`config.mk`:
```
export PLATFORM = sky130hd
export DESIGN_NAME = tcrp_ctrl
export DESIGN_NICKNAME = d
export VERILOG_FILES = /design/src/tape_controller_read_path_macros.svh /design/src/tcrp_pkg.sv /design/src/tcrp_ctrl.sv
export SDC_FILE = /design/constraint.sdc
export NUM_CORES = 1
export LEC_CHECK = 0
export ABC_CLOCK_PERIOD_IN_PS = 2300
export CORE_AREA = 2 2 39 41
export CTS_CLUSTER_SIZE = 8
export DETAILED_ROUTE_END_ITERATION = 16
export DIE_AREA = 0 0 41 43
export DONT_BUFFER_PORTS = 1
export PLACE_DENSITY_LB_ADDON = 0.08
export RECOVER_POWER = 100
export SLEW_MARGIN = 25
export SYNTH_ARGS = -nofsm -noshare
export SYNTH_HDL_FRONTEND = slang
export SYNTH_SLANG_ARGS = --single-unit
```
`constraint.sdc`:
```
create_clock -name clk_i -period 2.3 [get_ports clk_i]
set_clock_uncertainty 0.05 [all_clocks]
set_input_delay 0.345 -clock clk_i [delete_from_list [all_inputs] [get_ports clk_i]]
set_output_delay 0.345 -clock clk_i [all_outputs]
set_load 0.01 [all_outputs]
```
`src/tape_controller_read_path_macros.svh`:
```
// ----------------------------------------------------------------------------
// Tape controller read path assertion macros
// Clocked implication checks used by the read path top level.
// ----------------------------------------------------------------------------
`ifndef TAPE_CONTROLLER_READ_PATH_MACROS_SVH
`define TAPE_CONTROLLER_READ_PATH_MACROS_SVH

// Same-cycle implication, checked out of reset.
`define TCRP_ASSERT_NOW(lbl, clk, rst_n, ante, cons) \
  lbl: assert property (@(posedge clk) disable iff (!rst_n) (ante) |-> (cons)) \
    else $error("tape read path check failed");

// Next-cycle implication, checked out of reset.
`define TCRP_ASSERT_NEXT(lbl, clk, rst_n, ante, cons) \
  lbl: assert property (@(posedge clk) disable iff (!rst_n) (ante) |=> (cons)) \
    else $error("tape read path check failed");

`endif

```
`src/tcrp_pkg.sv`:
```
// ----------------------------------------------------------------------------
// Tape read path package
// Item types, operation and status codes, controller/datapath interface.
// ----------------------------------------------------------------------------
`timescale 1ns / 1ps

package tcrp_pkg;

  typedef struct packed {
    logic [1:0]  op;
    logic [5:0]  dev_cmd;
    logic [1:0]  media_result;
    logic [14:0] record_bytes;
    logic [13:0] byte_index;
    logic [7:0]  tape_byte;
    logic        write_protected;
    logic        at_load_point;
  } in_t;

  typedef struct packed {
    logic [11:0] status_word;
    logic        failed;
    logic        read_armed;
    logic [35:0] data_word;
    logic        word_valid;
  } out_t;

  // Operation codes
  localparam logic [1:0] OP_CMD  = 2'd0;
  localparam logic [1:0] OP_LOAD = 2'd1;
  localparam logic [1:0] OP_DATA = 2'd2;

  // Device command codes
  localparam logic [5:0] CMD_STATUS = 6'd0;
  localparam logic [5:0] CMD_READ   = 6'd5;
  localparam logic [5:0] CMD_RESET  = 6'd32;

  // Media outcome codes
  localparam logic [1:0] MEDIA_OK  = 2'd0;
  localparam logic [1:0] MEDIA_EOF = 2'd1;
  localparam logic [1:0] MEDIA_ERR = 2'd2;

  // Status words
  localparam logic [11:0] STAT_OK     = 12'o4000;
  localparam logic [11:0] STAT_EOF    = 12'o4423;
  localparam logic [11:0] STAT_RDERR  = 12'o5001;
  localparam logic [11:0] STAT_REJECT = 12'o4501;
  localparam logic [11:0] STAT_INCONS = 12'o5302;

  // Index of the last byte read per word: four whole bytes plus one shared nibble byte
  localparam logic [2:0] RD_LAST = 3'd4;

  typedef enum logic [1:0] {
    S_IDLE,
    S_FETCH,
    S_DRAIN
  } state_e;

  typedef struct packed {
    logic       accept;
    logic       emit_now;
    logic       issue_rd;
    logic [2:0] rd_sel;
    logic       capture;
    logic       emit_word;
  } ctrl_cmd_t;

  typedef struct packed {
    logic [1:0] op;
    logic       fetch_ok;
  } dp_status_t;

endpackage

```
`src/tcrp_ctrl.sv`:
```
// ----------------------------------------------------------------------------
// Tape read path controller
// Accepts items and sequences the five byte reads of a data request.
// ----------------------------------------------------------------------------
`timescale 1ns / 1ps

module tcrp_ctrl (
  input  logic                   clk_i,
  input  logic                   rst_ni,
  input  logic                   start,
  output logic                   busy,
  input  tcrp_pkg::dp_status_t   status_i,
  output tcrp_pkg::ctrl_cmd_t    cmd_o
);

  tcrp_pkg::state_e state_q, state_d;
  logic [2:0] cnt_q, cnt_d;
  logic accept;
  logic go_fetch;

  assign accept   = start && (state_q == tcrp_pkg::S_IDLE);
  assign go_fetch = accept && (status_i.op == tcrp_pkg::OP_DATA) && status_i.fetch_ok;

  always_comb begin
    state_d = state_q;
    cnt_d   = cnt_q;
    case (state_q)
      tcrp_pkg::S_IDLE: begin
        cnt_d = 3'd0;
        if (go_fetch) begin
          state_d = tcrp_pkg::S_FETCH;
        end
      end
      tcrp_pkg::S_FETCH: begin
        cnt_d = cnt_q + 3'd1;
        if (cnt_q == tcrp_pkg::RD_LAST) begin
          state_d = tcrp_pkg::S_DRAIN;
        end
      end
      tcrp_pkg::S_DRAIN: begin
        state_d = tcrp_pkg::S_IDLE;
      end
      default: begin
        state_d = tcrp_pkg::S_IDLE;
      end
    endcase
  end

  always_comb begin
    cmd_o          = '0;
    cmd_o.accept   = accept;
    cmd_o.emit_now = accept && ((status_i.op == tcrp_pkg::OP_CMD) ||
                                ((status_i.op == tcrp_pkg::OP_DATA) && !status_i.fetch_ok));
    cmd_o.rd_sel   = cnt_q;
    case (state_q)
      tcrp_pkg::S_FETCH: begin
        cmd_o.issue_rd = 1'b1;
        // first read has no data back yet
        cmd_o.capture  = (cnt_q != 3'd0);
      end
      tcrp_pkg::S_DRAIN: begin
        cmd_o.capture   = 1'b1;
        cmd_o.emit_word = 1'b1;
      end
      default: begin
      end
    endcase
  end

  assign busy = (state_q != tcrp_pkg::S_IDLE);

  always_ff @(posedge clk_i or negedge rst_ni) begin
    if (!rst_ni) begin
      state_q <= tcrp_pkg::S_IDLE;
      cnt_q   <= 3'd0;
    end else begin
      state_q <= state_d;
      cnt_q   <= cnt_d;
    end
  end

endmodule

```
==> results by group, run 1 <==
Yosys
  • Mapped Area: 394 sq um
  • Mapped Avg Cell Area: between 9 and 10 sq um
  • Post-Synthesis Cells: 41
  • Seq cells post-synth: 5
  • Netlist cell types: 19
  • Seq/Total Area, Yosys: 0.317
  • YS warnings: 0
  • Mapped Nets: between 50 and 60

Min path
  • Cell depth of the worst hold path: 2
  • Hold Path Class: in -> reg
  • Worst Hold Launch: status_i[0]

Worst setup path
  • Required time of the critical path: 1.90 ns
  • Crit path from: state_q[1]
  • Crit Path Class: reg -> out
  • CP Capture Type: primary output
  • Worst R2R Start: state_q[1]
  • R2R cell count: 4
  • Critical path fanouts, max: 8
  • Crit path DAT: 1.63 ns
  • CP Launch Type: flop

STA
  • Worst-margin pin slew: 0.418 ns
  • Fin crit share: 0.881
  • RSZ-0062 raised after global routing: no
  • Setup-failing EPs final: 0
  • F_max: 0.493 GHz
  • Final slew viol count: 0
  • Final min period: ~2.0 ns
  • Final Hold Viols: 0
  • Worst Hold Slack: 0.261 ns
  • Slew HR: 0.721
  • Setup TNS: 0 ns

Power and ir drop
  • Reg power frac: 0.297
  • Pwr Total: about 0.00058 W
  • Peak VDD IR: between 0.3 and 0.4 mV
  • Clock power share: 0.178
  • Sw frac: 0.455
  • Leak pwr: 0.208 nW
  • Comb power frac: 0.525
  • Power density over the cells: 1360 nW/um^2
  • Net Sw Power: ~0.00026 W
  • Total internal power: ~0.00031 W

Global routing
  • Gr ovfl total: 0
  • Initial antenna violation count: 0
  • First-pass GRT wire length: 1.37 mm
  • GRT Total Usage: 0.119
  • Vias in the first global route: 314
  • Largest net degree at the start of global routing: 11

Detailed routing
  • Final wirelength: 770 microns
  • Wire length per cell: 13.1 microns
  • # DRC: 0
  • Pre-antenna DRT Iters: 1
  • Number of nets with antenna violations after routing: 0
  • Vias per cell: 4.41
  • Drt initial violations: 0
  • Vias: 260

Clocking
  • Setup Fix Bufs, Post-CTS: 0
  • CTS tree: yes
  • CTS Root Cell: clkbuf_4
  • CTS clk-pin slew, worst paths: around 0.050 ns
  • # clock sinks: 5
  • Htree depth: 1
  • CTS Buf Count: 3
  • Clk Latency, worst-skew pair: 0.24 ns
  • Maximum buffer depth of the clock tree: 2

Final layout
  • Nets: 56
  • Layout cells sized above 1: 0.116
  • Layout area overhead: 7.94%
  • Post-route design area: roughly 430 sq um
  • Ant diodes: 0

Floorplan
  • # IOs: 15
  • Area of the core: 1380 sq um
  • Die H: 43 microns
  • Num rows: 14
  • Die ar.: 1760 sq um
  • Die X: approximately 41 microns
  • Effective utilization at floorplan: 0.285

Status
  • Status: finished clean

Run
  • Max-Cap Viols: 0

Place
  • Port-buffer cells: 0
  • Dpl cell area: 394 sq um
  • Hpwl dp: 595 microns
  • Final GP Congestion: 0.680
path summary, 6_finish.rpt:
check,to,slack (ns)
setup / recovery,cmd_o[6],0.27
max in group asynchronous,cnt_q[0],1.65
hold reg to reg,state_q[0],0.47
hold / removal,state_q[1],0.26
min in group asynchronous,state_q[1],0.35
setup reg to reg,state_q[0],0.72
metrics by stage:
stage                     instances   util  setup WS (ns)
after floorplan                  41      -          0.784
after global placement           54  0.285          0.561
after detailed placement         54  0.285          0.523
after CTS                        59  0.311          0.240
after global routing             59  0.307         0.0921
final                            59  0.307          0.273
cells in the mapped netlist (all sizes together):
library cell  number  share of area
ha                 6           0.19
dfrtp              5           0.32
inv                5          0.048
nand2              5          0.048
a21oi              3          0.038
buf                3          0.051
mux2               2          0.057
nand2b             2          0.032
nor2               2          0.019
a22oi              1          0.032
a311oi             1          0.022
and2               1          0.016
nand4b             1          0.060
nor2b              1          0.016
o21ai              1          0.013
o31ai              1          0.019
xor2               1          0.022
routing by layer:
layer  global-route usage  part of all wire  vias up
met2                0.169              0.52        8
met5                    0                 0        -
met3               0.0419             0.064        0
met4               0.0800                 0        0
li1                     -                 -      135
met1                0.144              0.41      117
final cells by class:
| cell class | instances | area (sq um) |
|---|---|---|
| multi-input cells | 28 | 225 |
| fillers | 147 | 958 |
| clock buffers | 4 | 26.3 |
| well taps | 16 | 20.0 |
| inverters | 5 | 18.8 |
| flip-flops and latches | 5 | 125 |
| repair buffers | 1 | 10.0 |
registers in the layout, summed over array words and instances (netlist names):
| name | count |
|---|---|
| state_q | 2 |
| cnt_q | 3 |
layout by cell type (no fill, tap or decap), drive strengths merged, types with 2 or more instances in the layout:
master,netlist,routed
ha,6,6
inv,5,5
nand2,5,5
dfrtp,5,5
clkbuf,0,4
a21oi,3,3
nand2b,2,2
nor2,2,2
mux2,2,2
repair_timing:
action / in CTS / in global routing
hold buffers: 1 / 0
hold endpoints to repair: 5 / 0
resized for setup: 0 / 0
power by group through the flow:
stage	Combinational (W)	Sequential, W	Clock, W
final	0.000302	0.000171	0.000103
after global routing	0.000354	0.000181	0.000117
after CTS	0.000323	0.000173	0.000110
after detailed placement	0.000317	0.000175	0
after global placement	0.000311	0.000173	0
after floorplan	0.000289	0.000164	0
critical path, cell delays in order (launching register included):
cell and delay, ns:
dfrtp_1 0.39, inv_1 0.12, ha_1 0.33, and2_0 0.28, nand2_1 0.08, nor2_1 0.19
cells by family after synthesis:
| group | Yosys count | share of synthesized area |
|---|---|---|
| DFF | 5 | 0.317 |
| xor gates and xnor gates | 1 | 0.0222 |
| and+or+nand+nor | 12 | 0.190 |
| muxes | 2 | 0.0571 |
| AOI/OAI and AO/OA | 7 | 0.124 |
| buffers and inverters | 8 | 0.0984 |
| adders and majority gates | 6 | 0.190 |
No activity file was read; power rests on OpenSTA's default activity.
==> inputs of run 2 (changes only) <==
--- a/config.mk
+++ b/config.mk
@@ -11,7 +11,7 @@
 export DETAILED_ROUTE_END_ITERATION = 16
 export DIE_AREA = 0 0 41 43
 export DONT_BUFFER_PORTS = 1
-export PLACE_DENSITY_LB_ADDON = 0.08
+export PLACE_DENSITY = 0.43
 export RECOVER_POWER = 100
 export SLEW_MARGIN = 25
 export SYNTH_ARGS = -nofsm -noshare
==> run 2 against run 1 <==
Net effect: fmax shrank 0.90%; first-iteration DRC count grew 3; die area is the same; wire length shrank 9.7%; sequential share of layout area shrank 0.34 points; critical path type unchanged; critical endpoint unchanged; largest power group unchanged; highest routed layer is now met4.
==> results by group, run 2 (synthesis results as in run 1) <==
Final layout
  • Register area: 125 sq um
  • Nets: 56
  • Max FFs per register: 3
  • Layout cells sized above 1: 0.140
  • Most frequent cells in the layout: ha_1, inv_1, nand2_1, dfrtp_1
  • Biggest regs: cnt_q x3, state_q x2
  • Ant diodes: 0
  • Most common cell after layout, fill and taps aside: ha_1
  • # fillers: 149
  • Biggest register: cnt_q
  • Layout area overhead: 9.21%
  • Multi-input logic area: between 200 and 250 sq um

Floorplan
  • Die H: 43 microns
  • Area of the core: 1380 sq um
  • Die X: 41 microns
  • # IOs: 15
  • Die ar.: 1760 sq um
  • Effective utilization at floorplan: 0.285
  • Num rows: 14

Power and ir drop
  • Leak pwr: 0.208 nW
  • Peak VDD IR: around 0.60 mV
  • Power density over the cells: 1360 nW/um^2
  • Total internal power: 0.000319 W
  • Reg power frac: 0.292
  • Sw frac: 0.453
  • Net Sw Power: 0.000265 W
  • Pwr Total: ~0.00058 W
  • Clock power share: 0.175
  • Comb power frac: 0.533

Worst setup path
  • Required time of the critical path: 1.90 ns
  • Reg2reg end: state_q[0]
  • Crit Path Class: reg -> out
  • Critical path fanouts, max: 8
  • Crit path DAT: 1.65 ns
  • Worst R2R Start: state_q[1]
  • R2R cell count: 4
  • CP Launch Type: flop
  • R2R setup slack: 0.75 ns
  • CP Capture Type: primary output

Place
  • Final GP Congestion: approximately 0.62
  • Hpwl dp: 554 microns
  • Port-buffer cells: 0

STA
  • Final min period: around 2.0 ns
  • Worst-margin pin slew: 0.435 ns
  • Final Hold Viols: 0
  • Slew HR: 0.710
  • Fin crit share: 0.889
  • F_max: just under 0.5 GHz
  • Worst Hold Slack: 0.263 ns
  • Setup TNS: 0 ns
  • Final slew viol count: 0
  • RSZ-0062 raised after global routing: no
  • Setup-failing EPs final: 0

Status
  • Status: finished clean

Clocking
  • Htree depth: 1
  • CTS clk-pin slew, worst paths: 0.04 ns
  • Setup Fix Bufs, Post-CTS: 0
  • # clock sinks: 5
  • CTS Buf Count: 3
  • CTS tree: yes
  • Maximum buffer depth of the clock tree: 2
  • Clk Latency, worst-skew pair: 0.24 ns
  • CTS Root Cell: clkbuf_4

Global routing
  • GRT Total Usage: 0.101
  • Gr ovfl total: 0
  • First-pass GRT wire length: 1.14 mm
  • Vias in the first global route: ~280
  • Initial antenna violation count: 0
  • Largest net degree at the start of global routing: 11

Detailed routing
  • Wire length per cell: 11.8 microns
  • Pre-antenna DRT Iters: 3
  • Number of nets with antenna violations after routing: 0
  • # DRC: 0
  • Vias per cell: around 4.7
  • Drt initial violations: 3
  • Vias: approximately 280
  • Final wirelength: 695 microns

Min path
  • Worst Hold Launch: status_i[0]
  • Cell depth of the worst hold path: 2
  • Hold Path End: state_q[1]
  • Hold Path Class: in -> reg

Run
  • Max-Cap Viols: 0
==> run 2: cell counts in the layout (fill, tap and decap cells not counted) <==
Identical to the previous run, type by type.
==> run 2: worst max-delay path by stage <==
stage               endpoint  startpoint
floorplan           cmd_o[6]  state_q[1]
detailed placement  cmd_o[6]  state_q[1]
CTS                 cmd_o[6]  state_q[1]
global route        cmd_o[6]  state_q[1]
global placement    cmd_o[6]  state_q[1]
finish              cmd_o[6]  state_q[1]
==> run 2: through the flow <==
| stage | setup slack, ns | cell area [sq um] | util | instances |
|---|---|---|---|---|
| final | 0.255 | 430 | 0.311 | 59 |
| after global routing | 0.127 | 430 | 0.311 | 59 |
| after CTS | 0.268 | 430 | 0.311 | 59 |
| after detailed placement | 0.541 | 394 | 0.285 | 54 |
| after global placement | 0.551 | 394 | 0.285 | 54 |
| after floorplan | 0.784 | 394 | - | 41 |
==> run 2: repair_timing <==
item	CTS	global route
resized for setup	0	0
hold endpoints to repair	5	0
hold buffers	1	0
==> run 2: routing by layer <==
metal / vias up / track usage / share of wire
li1: 137 / - / -
met1: 126 / 0.107 / 0.39
met2: 11 / 0.150 / 0.49
met3: 2 / 0.0366 / 0.096
met4: 0 / 0.0800 / 0.023
met5: - / 0 / 0
==> run 2: cell type report <==
cell class                 instances  share of cell area
sequential                         5               0.291
multi-input combinational         28               0.535
inverter                           5              0.0436
clock buffer                       4              0.0610
tap                               16              0.0465
timing repair buffer               1              0.0233
==> run 2: power groups by stage <==
stage | clock (W) | combinational, W | sequential [W]
after floorplan | 0 | 0.000289 | 0.000164
after global placement | 0 | 0.000305 | 0.000172
after CTS | 0.000105 | 0.000320 | 0.000171
after global routing | 0.000114 | 0.000353 | 0.000178
after detailed placement | 0 | 0.000312 | 0.000172
final | 0.000102 | 0.000311 | 0.000171
==> run 2: critical path, cell delays in order (launching register included) <==
cell	delay [ns]
dfrtp_1	0.38
inv_1	0.13
ha_1	0.35
and2_0	0.28
nand2_1	0.07
nor2_1	0.19
